[config.mk]
export PLATFORM = sky130hd
export DESIGN_NAME = lagged_sum_keystream_cipher_top
export DESIGN_NICKNAME = d
export VERILOG_FILES = /design/src/lsk_pkg.sv /design/src/lsk_front.sv /design/src/lsk_back.sv /design/src/lagged_sum_keystream_cipher_top.sv
export VERILOG_INCLUDE_DIRS = /design/src /design/src/src
export SDC_FILE = /design/constraint.sdc
export NUM_CORES = 1
export LEC_CHECK = 0
export BUFFER_PORTS_ARGS = -buffer_cell sky130_fd_sc_hd__clkbuf_2
export CORE_MARGIN = 3
export CORE_UTILIZATION = 40
export DETAILED_ROUTE_END_ITERATION = 16
export PLACE_DENSITY = 0.59
export SLEW_MARGIN = 25
export SYNTH_ARGS = -nofsm -noshare
export SYNTH_HDL_FRONTEND = slang
export SYNTH_SLANG_ARGS = --single-unit
[constraint.sdc]
create_clock -name clk -period 4.47 [get_ports clk]
set_input_delay 0.6705 -clock clk [delete_from_list [all_inputs] [get_ports clk]]
set_output_delay 0.6705 -clock clk [all_outputs]
set_load 0.02 [all_outputs]
[src/assert_macros.svh]
// Assertion macros shared by the keystream cipher RTL.
// Expects signals clk and arst_n in the scope of each use.
`ifndef ASSERT_MACROS_SVH
`define ASSERT_MACROS_SVH

// Property checked on every rising clk edge, off while in reset.
`define LSK_ASSERT(label, prop, msg) \
	label: assert property (@(posedge clk) disable iff (!arst_n) prop) else $error(msg);

// Condition that must never be seen on a clock edge.
`define LSK_NEVER(label, cond, msg) \
	`LSK_ASSERT(label, !(cond), msg)

`endif

[src/lsk_pkg.sv]
// Package for the lagged-sum keystream cipher: types, constants,
// and the window recurrence function. No dependencies.
package lsk_pkg;

	localparam int WORD_W         = 32;
	localparam int WINDOW_DEPTH   = 6;
	localparam int SHIFT_AMOUNT   = 13;
	localparam int LAG3_FACTOR    = 11;
	localparam int ROUND_CONSTANT = 2017;

	localparam int CFG_IDX_W  = 2;
	localparam int CFG_DATA_W = 64;

	localparam logic [CFG_IDX_W-1:0] CFG_KEY_LOW     = 2'd0;
	localparam logic [CFG_IDX_W-1:0] CFG_KEY_HIGH    = 2'd1;
	localparam logic [CFG_IDX_W-1:0] CFG_INIT_VECTOR = 2'd2;

	localparam int QUEUE_DEPTH = 4;
	localparam int QPTR_W      = $clog2(QUEUE_DEPTH);
	localparam int QCNT_W      = $clog2(QUEUE_DEPTH + 1);

	typedef logic [WORD_W-1:0] word_t;
	// [0] is the oldest word (n-6), [5] the newest (n-1)
	typedef word_t [WINDOW_DEPTH-1:0] window_t;

	typedef struct packed {
		logic [7:0] data_byte;
		logic       restart;
	} item_t;

	// head of the request queue as seen by the back end
	typedef struct packed {
		logic  valid;
		item_t item;
	} q_head_t;

	function automatic word_t next_word(input window_t win);
		word_t lag3;
		lag3 = WORD_W'(LAG3_FACTOR) * win[3];
		return (win[5] << SHIFT_AMOUNT) + lag3 + win[1] + win[0]
			+ WORD_W'(ROUND_CONSTANT);
	endfunction

endpackage

[src/lsk_front.sv]
// Front end of the keystream cipher: accepts requests into a short queue.
// Depends on lsk_pkg and assert_macros.svh.
`include "assert_macros.svh"

module lsk_front (
	input  logic             clk,
	input  logic             arst_n,
	input  logic             in_valid,
	output logic             in_stall,
	input  logic [7:0]       data_byte,
	input  logic             restart,
	output lsk_pkg::q_head_t head,
	input  logic             pop
);

	lsk_pkg::item_t                   entry_q [lsk_pkg::QUEUE_DEPTH];
	logic [lsk_pkg::QPTR_W-1:0]       wr_ptr_q;
	logic [lsk_pkg::QPTR_W-1:0]       rd_ptr_q;
	logic [lsk_pkg::QCNT_W-1:0]       count_q;
	logic                             push;

	assign in_stall = (count_q == lsk_pkg::QCNT_W'(lsk_pkg::QUEUE_DEPTH));
	assign push     = in_valid && !in_stall;

	assign head.valid = (count_q != '0);
	assign head.item  = entry_q[rd_ptr_q];

	always_ff @(posedge clk) begin
		if (push) begin
			entry_q[wr_ptr_q] <= '{data_byte: data_byte, restart: restart};
		end
	end

	always_ff @(posedge clk or negedge arst_n) begin
		if (!arst_n) begin
			wr_ptr_q <= '0;
			rd_ptr_q <= '0;
			count_q  <= '0;
		end else begin
			if (push) begin
				wr_ptr_q <= wr_ptr_q + 1'b1;
			end
			if (pop) begin
				rd_ptr_q <= rd_ptr_q + 1'b1;
			end
			if (push && !pop) begin
				count_q <= count_q + 1'b1;
			end else if (pop && !push) begin
				count_q <= count_q - 1'b1;
			end
		end
	end

	`LSK_NEVER(a_pop_empty, pop && (count_q == '0), "pop from empty queue")
	`LSK_ASSERT(a_count_track, (push && !pop) |=> (count_q == $past(count_q) + 1'b1),
		"queue count lost a push")

endmodule

[src/lsk_back.sv]
// Back end of the keystream cipher: config registers, word window,
// warm-up sequencer and output register. Depends on lsk_pkg, assert_macros.svh.
`include "assert_macros.svh"

module lsk_back #(
	parameter int WARMUP_ROUNDS = 15
) (
	input  logic                            clk,
	input  logic                            arst_n,
	input  logic                            cfg_write_en,
	input  logic [lsk_pkg::CFG_IDX_W-1:0]   cfg_index,
	input  logic [lsk_pkg::CFG_DATA_W-1:0]  cfg_data,
	input  lsk_pkg::q_head_t                head,
	output logic                            pop,
	output logic                            out_valid,
	input  logic                            out_stall,
	output logic [7:0]                      result_byte
);

	localparam int CNT_W = $clog2(WARMUP_ROUNDS + 2);

	localparam logic ST_RUN  = 1'b0;
	localparam logic ST_WARM = 1'b1;

	logic [lsk_pkg::CFG_DATA_W-1:0] key_low_q;
	logic [lsk_pkg::CFG_DATA_W-1:0] key_high_q;
	logic [lsk_pkg::CFG_DATA_W-1:0] init_vector_q;

	logic                 state_q;
	logic [CNT_W-1:0]     round_q;
	logic                 warm_done_q;
	lsk_pkg::window_t     win_q;
	lsk_pkg::word_t       cur_word_q;
	logic [1:0]           byte_pos_q;
	logic                 out_valid_q;
	logic [7:0]           result_q;

	lsk_pkg::word_t       nw;
	lsk_pkg::word_t       word;
	lsk_pkg::window_t     load_win;
	logic                 need_load;
	logic                 can_out;
	logic [7:0]           ks;

	assign out_valid   = out_valid_q;
	assign result_byte = result_q;

	always_comb begin
		nw        = lsk_pkg::next_word(win_q);
		load_win  = {init_vector_q[63:32], init_vector_q[31:0],
			key_high_q[63:32], key_high_q[31:0],
			key_low_q[63:32], key_low_q[31:0]};
		can_out   = !out_valid_q || !out_stall;
		need_load = (state_q == ST_RUN) && head.valid && head.item.restart && !warm_done_q;
		pop       = (state_q == ST_RUN) && head.valid && can_out
			&& !(head.item.restart && !warm_done_q);
		word      = (byte_pos_q == 2'd0) ? nw : cur_word_q;
		ks        = word[{byte_pos_q, 3'b000} +: 8];
	end

	// config writes; unknown index ignored
	always_ff @(posedge clk or negedge arst_n) begin
		if (!arst_n) begin
			key_low_q     <= '0;
			key_high_q    <= '0;
			init_vector_q <= '0;
		end else if (cfg_write_en) begin
			unique case (cfg_index)
				lsk_pkg::CFG_KEY_LOW:     key_low_q     <= cfg_data;
				lsk_pkg::CFG_KEY_HIGH:    key_high_q    <= cfg_data;
				lsk_pkg::CFG_INIT_VECTOR: init_vector_q <= cfg_data;
				default: ;
			endcase
		end
	end

	always_ff @(posedge clk or negedge arst_n) begin
		if (!arst_n) begin
			state_q     <= ST_RUN;
			round_q     <= '0;
			warm_done_q <= 1'b0;
			win_q       <= '0;
			cur_word_q  <= '0;
			byte_pos_q  <= '0;
			out_valid_q <= 1'b0;
		end else begin
			unique case (state_q)
				ST_RUN: begin
					if (need_load) begin
						win_q      <= load_win;
						byte_pos_q <= '0;
						round_q    <= '0;
						state_q    <= ST_WARM;
					end else if (pop) begin
						if (byte_pos_q == 2'd0) begin
							win_q      <= {nw, win_q[lsk_pkg::WINDOW_DEPTH-1:1]};
							cur_word_q <= nw;
						end
						byte_pos_q  <= byte_pos_q + 2'd1;
						warm_done_q <= 1'b0;
					end
				end
				ST_WARM: begin
					if (round_q == CNT_W'(WARMUP_ROUNDS)) begin
						state_q     <= ST_RUN;
						warm_done_q <= 1'b1;
					end else begin
						win_q   <= {nw, win_q[lsk_pkg::WINDOW_DEPTH-1:1]};
						round_q <= round_q + 1'b1;
					end
				end
				default: state_q <= ST_RUN;
			endcase

			if (pop) begin
				out_valid_q <= 1'b1;
			end else if (!out_stall) begin
				out_valid_q <= 1'b0;
			end
		end
	end

	always_ff @(posedge clk) begin
		if (pop) begin
			result_q <= head.item.data_byte ^ ks;
		end
	end

	`LSK_NEVER(a_pop_overwrite, pop && out_valid_q && out_stall,
		"result overwritten while stalled")
	`LSK_ASSERT(a_load_pos, need_load |=> (byte_pos_q == 2'd0) && (state_q == ST_WARM),
		"restart did not realign byte position")

endmodule

[src/lagged_sum_keystream_cipher_top.sv]
// Top level of the lagged-sum keystream byte cipher.
// Depends on lsk_pkg, lsk_front and lsk_back.
// Usage:
//   Input channel (in_valid/in_stall): one request per byte, data_byte plus
//   restart. restart=1 reloads the window from key_low/key_high/init_vector
//   and runs the warm-up rounds before that byte is combined.
//   Output channel (out_valid/out_stall): one result_byte per request, in order.
//   Config port: cfg_write_en/cfg_index/cfg_data, write only, used while idle;
//   index 0 key_low, 1 key_high, 2 init_vector, others ignored.
// Timing:
//   result_byte is registered: it is valid in the cycle after the back end pops
//   its request. Throughput is one byte per cycle while the output does not
//   stall and no warm-up runs: each word from the window recurrence serves
//   four bytes and is computed in the cycle its first byte is needed. A restart
//   makes the back end load the window, run the warm-up rounds and then resume;
//   the 4-entry queue keeps taking requests meanwhile.
// Reset: clears the queue, config registers, window and byte position;
//   without a restart the keystream runs from the all-zero window.
// Stall: a stalled result holds in the output register; the back end stops,
//   the queue fills and then in_stall rises.
module lagged_sum_keystream_cipher_top #(
	parameter int WARMUP_ROUNDS = 15
) (
	input  logic                            clk,
	input  logic                            arst_n,
	input  logic                            in_valid,
	output logic                            in_stall,
	input  logic [7:0]                      data_byte,
	input  logic                            restart,
	output logic                            out_valid,
	input  logic                            out_stall,
	output logic [7:0]                      result_byte,
	input  logic                            cfg_write_en,
	input  logic [lsk_pkg::CFG_IDX_W-1:0]   cfg_index,
	input  logic [lsk_pkg::CFG_DATA_W-1:0]  cfg_data
);

	lsk_pkg::q_head_t head;   // oldest queued request
	logic             pop;    // back end consumes the head

	lsk_front u_front (
		.clk       (clk),
		.arst_n    (arst_n),
		.in_valid  (in_valid),
		.in_stall  (in_stall),
		.data_byte (data_byte),
		.restart   (restart),
		.head      (head),
		.pop       (pop)
	);

	lsk_back #(
		.WARMUP_ROUNDS (WARMUP_ROUNDS)
	) u_back (
		.clk          (clk),
		.arst_n       (arst_n),
		.cfg_write_en (cfg_write_en),
		.cfg_index    (cfg_index),
		.cfg_data     (cfg_data),
		.head         (head),
		.pop          (pop),
		.out_valid    (out_valid),
		.out_stall    (out_stall),
		.result_byte  (result_byte)
	);

endmodule
==> summary.md <==
| Metric | Value |
|---|---|
| CTS Buffer Depth | 3 |
| Share of post-route cells with drive strength above 1 | 29.5% |
| Sequential area share after synthesis | 48.4% |
| Clock Sinks | 477 |
| Max-Cap Viols | 0 |
| CP Capture Type | flip-flop |
| Setup Skew | 0.0307 ns |
| Critical-path cell with the highest stage delay | fa_1 |
| Routability cong. | 0.892 |
| Critical R2R Capture | u_back.result_byte[0] |
| Arrival time worst endpoint | 5.25 ns |
| Largest net degree at the start of global routing | 202 |
| Htree depth | 2 |
| Yosys warning count | 0 |
| Slew Viols, Final | 0 |
| Final hold vios | 0 |
| Final wirelength | 63100 um |
| Port buffer count | 89 |
| Fin crit share | 109% |
| Fill cells | 5624 |
| Startpoint Class | flip-flop |
| Status | complete, but fails checks |
| Avg Vias per Cell | 5.16 |
| Final net count | 2835 |
| Via count | 17.8k |
| Top cell type's share of synthesized area | 43.2% |
| Crit path max fanout | 5 |
| CTS tree | built |
| Crit path cell chain | fa_1 > fa_1 > fa_1 > inv_1 > fa_1 > inv_2 > ha_4 > and4_4 > nand2_4 > o22a_4 > o21ai_4 > a21oi_1 > o311ai_4 > nand2_1 > a211oi_2 > buf_4 > xor2_1 |
| Non-filler cells, final | 3455 |
| RSZ-0062 raised after global routing | yes |
| Failing checks | negative setup slack |
| Worst Hold Class | input pin to asynchronous set/reset pin |
| Gr ovfl total | 0 |
| Required time of the critical path | 4.84 ns |
| Area grow syn2layout | 22.0% |
| DRC | 0 |
| DP HPWL | 42500 um |
| Max Fclk | 0.205 GHz |
| Routed wire per std cell | 18.3 um |
| Reg2Reg Setup Slack | -0.41 ns |
| Post-Syn Area | 25100 um^2 |
| First DRT Iteration DRCs | 1126 |
| Post-synth ARST share | 90.8% |
| Die area | 65800 um^2 |
| Die width | 257 um |
| Synth cell count leaders | dfrtp_1 (433), nand2_1 (415), nor2_1 (223) |
| Crit path top cell by count | fa_1 |
| Core Footprint | 61900 um^2 |
| Final worst path period need | 4.88 ns |
| Tightest Pin Transition | 1.03 ns |
| Post-route cell area | 30600 um^2 |
| CP startpoint | u_back.win_q[104] |
| CP Buf/Inv Count | 3 |
| Worst-skew pair later-pin latency | 0.63 ns |
| WS Path Type | flip-flop to flip-flop |
| Initial core utilization | 40.5% |
| Num ports | 90 |
| TritonRoute pass-1 iters | 5 |
| Worst reg2reg startpoint | u_back.win_q[104] |
| Post-route ant nets | 0 |
| Slowest stage delay, CP | 0.54 ns |
| Number of global-route vias before repair | 18.6k |
| Initial antenna violation count | 1 |
| Die height | 257 um |
| Post-DP Area | 27800 um^2 |
| Netlist cell types | 85 |
| Total track usage | 19.3% |
| Max_slew headroom | 31.2% |
| Syn_area_per_cell | 10.7 um^2 |
| Final setup vio count | 29 |
| First-pass GRT wire length | 102000 um |
| Post-synth EDFFs | 44 |
| Cts bufs inserted | 53 |
| Syn nets | 2598 |
| Top delay family on crit path | adder cells |
| Synthesized flop and latch total | 477 |
| Ys flop type | dfrtp_1 |
| Top cells by area, synth | dfrtp_1 (43%), mux2_2 (9.4%), fa_1 (8.9%) |
| Row count | 91 |
| Count leader, synth | dfrtp_1 |
| # hold bufs at CTS | 0 |
| Placed cell count | 3338 |
| Clock transition at the registers of the reported paths | 0.06 ns |
| Setup WS post-layout | -0.414 ns |
| Post-Syn Instances | 2336 |
| Most area-hungry cell type in the Yosys netlist | dfrtp_1 |
| R2R cell count | 17 |
| Root buffer cell | clkbuf_16 |
-- flip-flops by register name (all words and copies together), names as in the netlist, 3 cells and up --
signal and count:
u_back.init_vector_q 64, u_back.result_byte 8, u_front.count_q 3, u_back.key_low_q 64, u_front.entry_q 36, u_back.cur_word_q 32
u_back.key_high_q 64, u_back.win_q 192, u_back.round_q 5
-- cell type report --
class	count	area [um^2]	area share, %
multi-input combinational	1550	12400	40.5
sequential	477	12200	39.7
timing repair buffer	315	2340	7.65
clock buffer	66	1470	4.80
tap	837	1050	3.42
inverter	176	661	2.16
clock inverter	33	534	1.75
antenna	1	2.50	0.00817
-- layout by cell type (no fill, tap or decap), types with 14 or more instances in the layout --
cell type and instances:
mux2_2 209, inv_1 172, ha_4 16, ha_1 54, clkbuf_16 54, edfxtp_1 44
nor2_1 213, clkbuf_2 88, a21oi_2 18, o21ai_1 14, a31oi_1 177, fa_1 110
dfrtp_1 430, nand2_1 408, o21ai_0 30, buf_4 202, nand3_1 15, xnor2_1 23
a21oi_1 29, xor2_1 16
-- metal layers --
layer	vias up	track usage, %	share of wire [%]
met5	-	0	0
met3	95	2.52	3.6
met2	333	32.4	49
met4	0	5.15	2.4
li1	8362	-	-
met1	9052	26.5	45
-- stage by stage --
step	utilization (%)	hold WS [ns]	setup TNS [ns]	setup slack [ns]
global placement	44.8	0.452	-7.14	-0.662
finish	49.4	0.0918	-5.12	-0.414
floorplan	-	0.375	-1.08	-0.271
detailed placement	44.8	0.470	-9.33	-0.670
CTS	48.8	0.0872	-5.08	-0.415
global route	49.4	0.122	-10.88	-0.565
-- cell families after synthesis --
family | synth area share (%)
AOI/OAI and AO/OA | 9.88
muxes | 10.8
adders and majority gates | 12.4
buffers and inverters | 5.18
and+or+nand+nor | 11.6
xor gates and xnor gates | 1.71
DFF | 48.4
-- worst max path at each step --
stage          depth (start not counted)  slack (ns)                     to
2_1_floorplan                         17       -0.27  u_back.result_byte[6]
5_1_grt                               17       -0.57  u_back.result_byte[0]
3_5_place_dp                          17       -0.67  u_back.result_byte[0]
3_3_place_gp                          17       -0.66  u_back.result_byte[0]
4_1_cts                               17       -0.41  u_back.result_byte[0]
6_report                              17       -0.41  u_back.result_byte[0]
-- timing repair --
action	CTS	global route
hold endpoints to repair	0	0
setup endpoints to repair	40	46
pin swaps	42	46
setup buffers	11	11
resized for setup	89	62
gates cloned	0	0
Power is left out: the tool's default activity adds up to more than one toggle a clock period on the data nets, which glitch-free logic cannot reach.
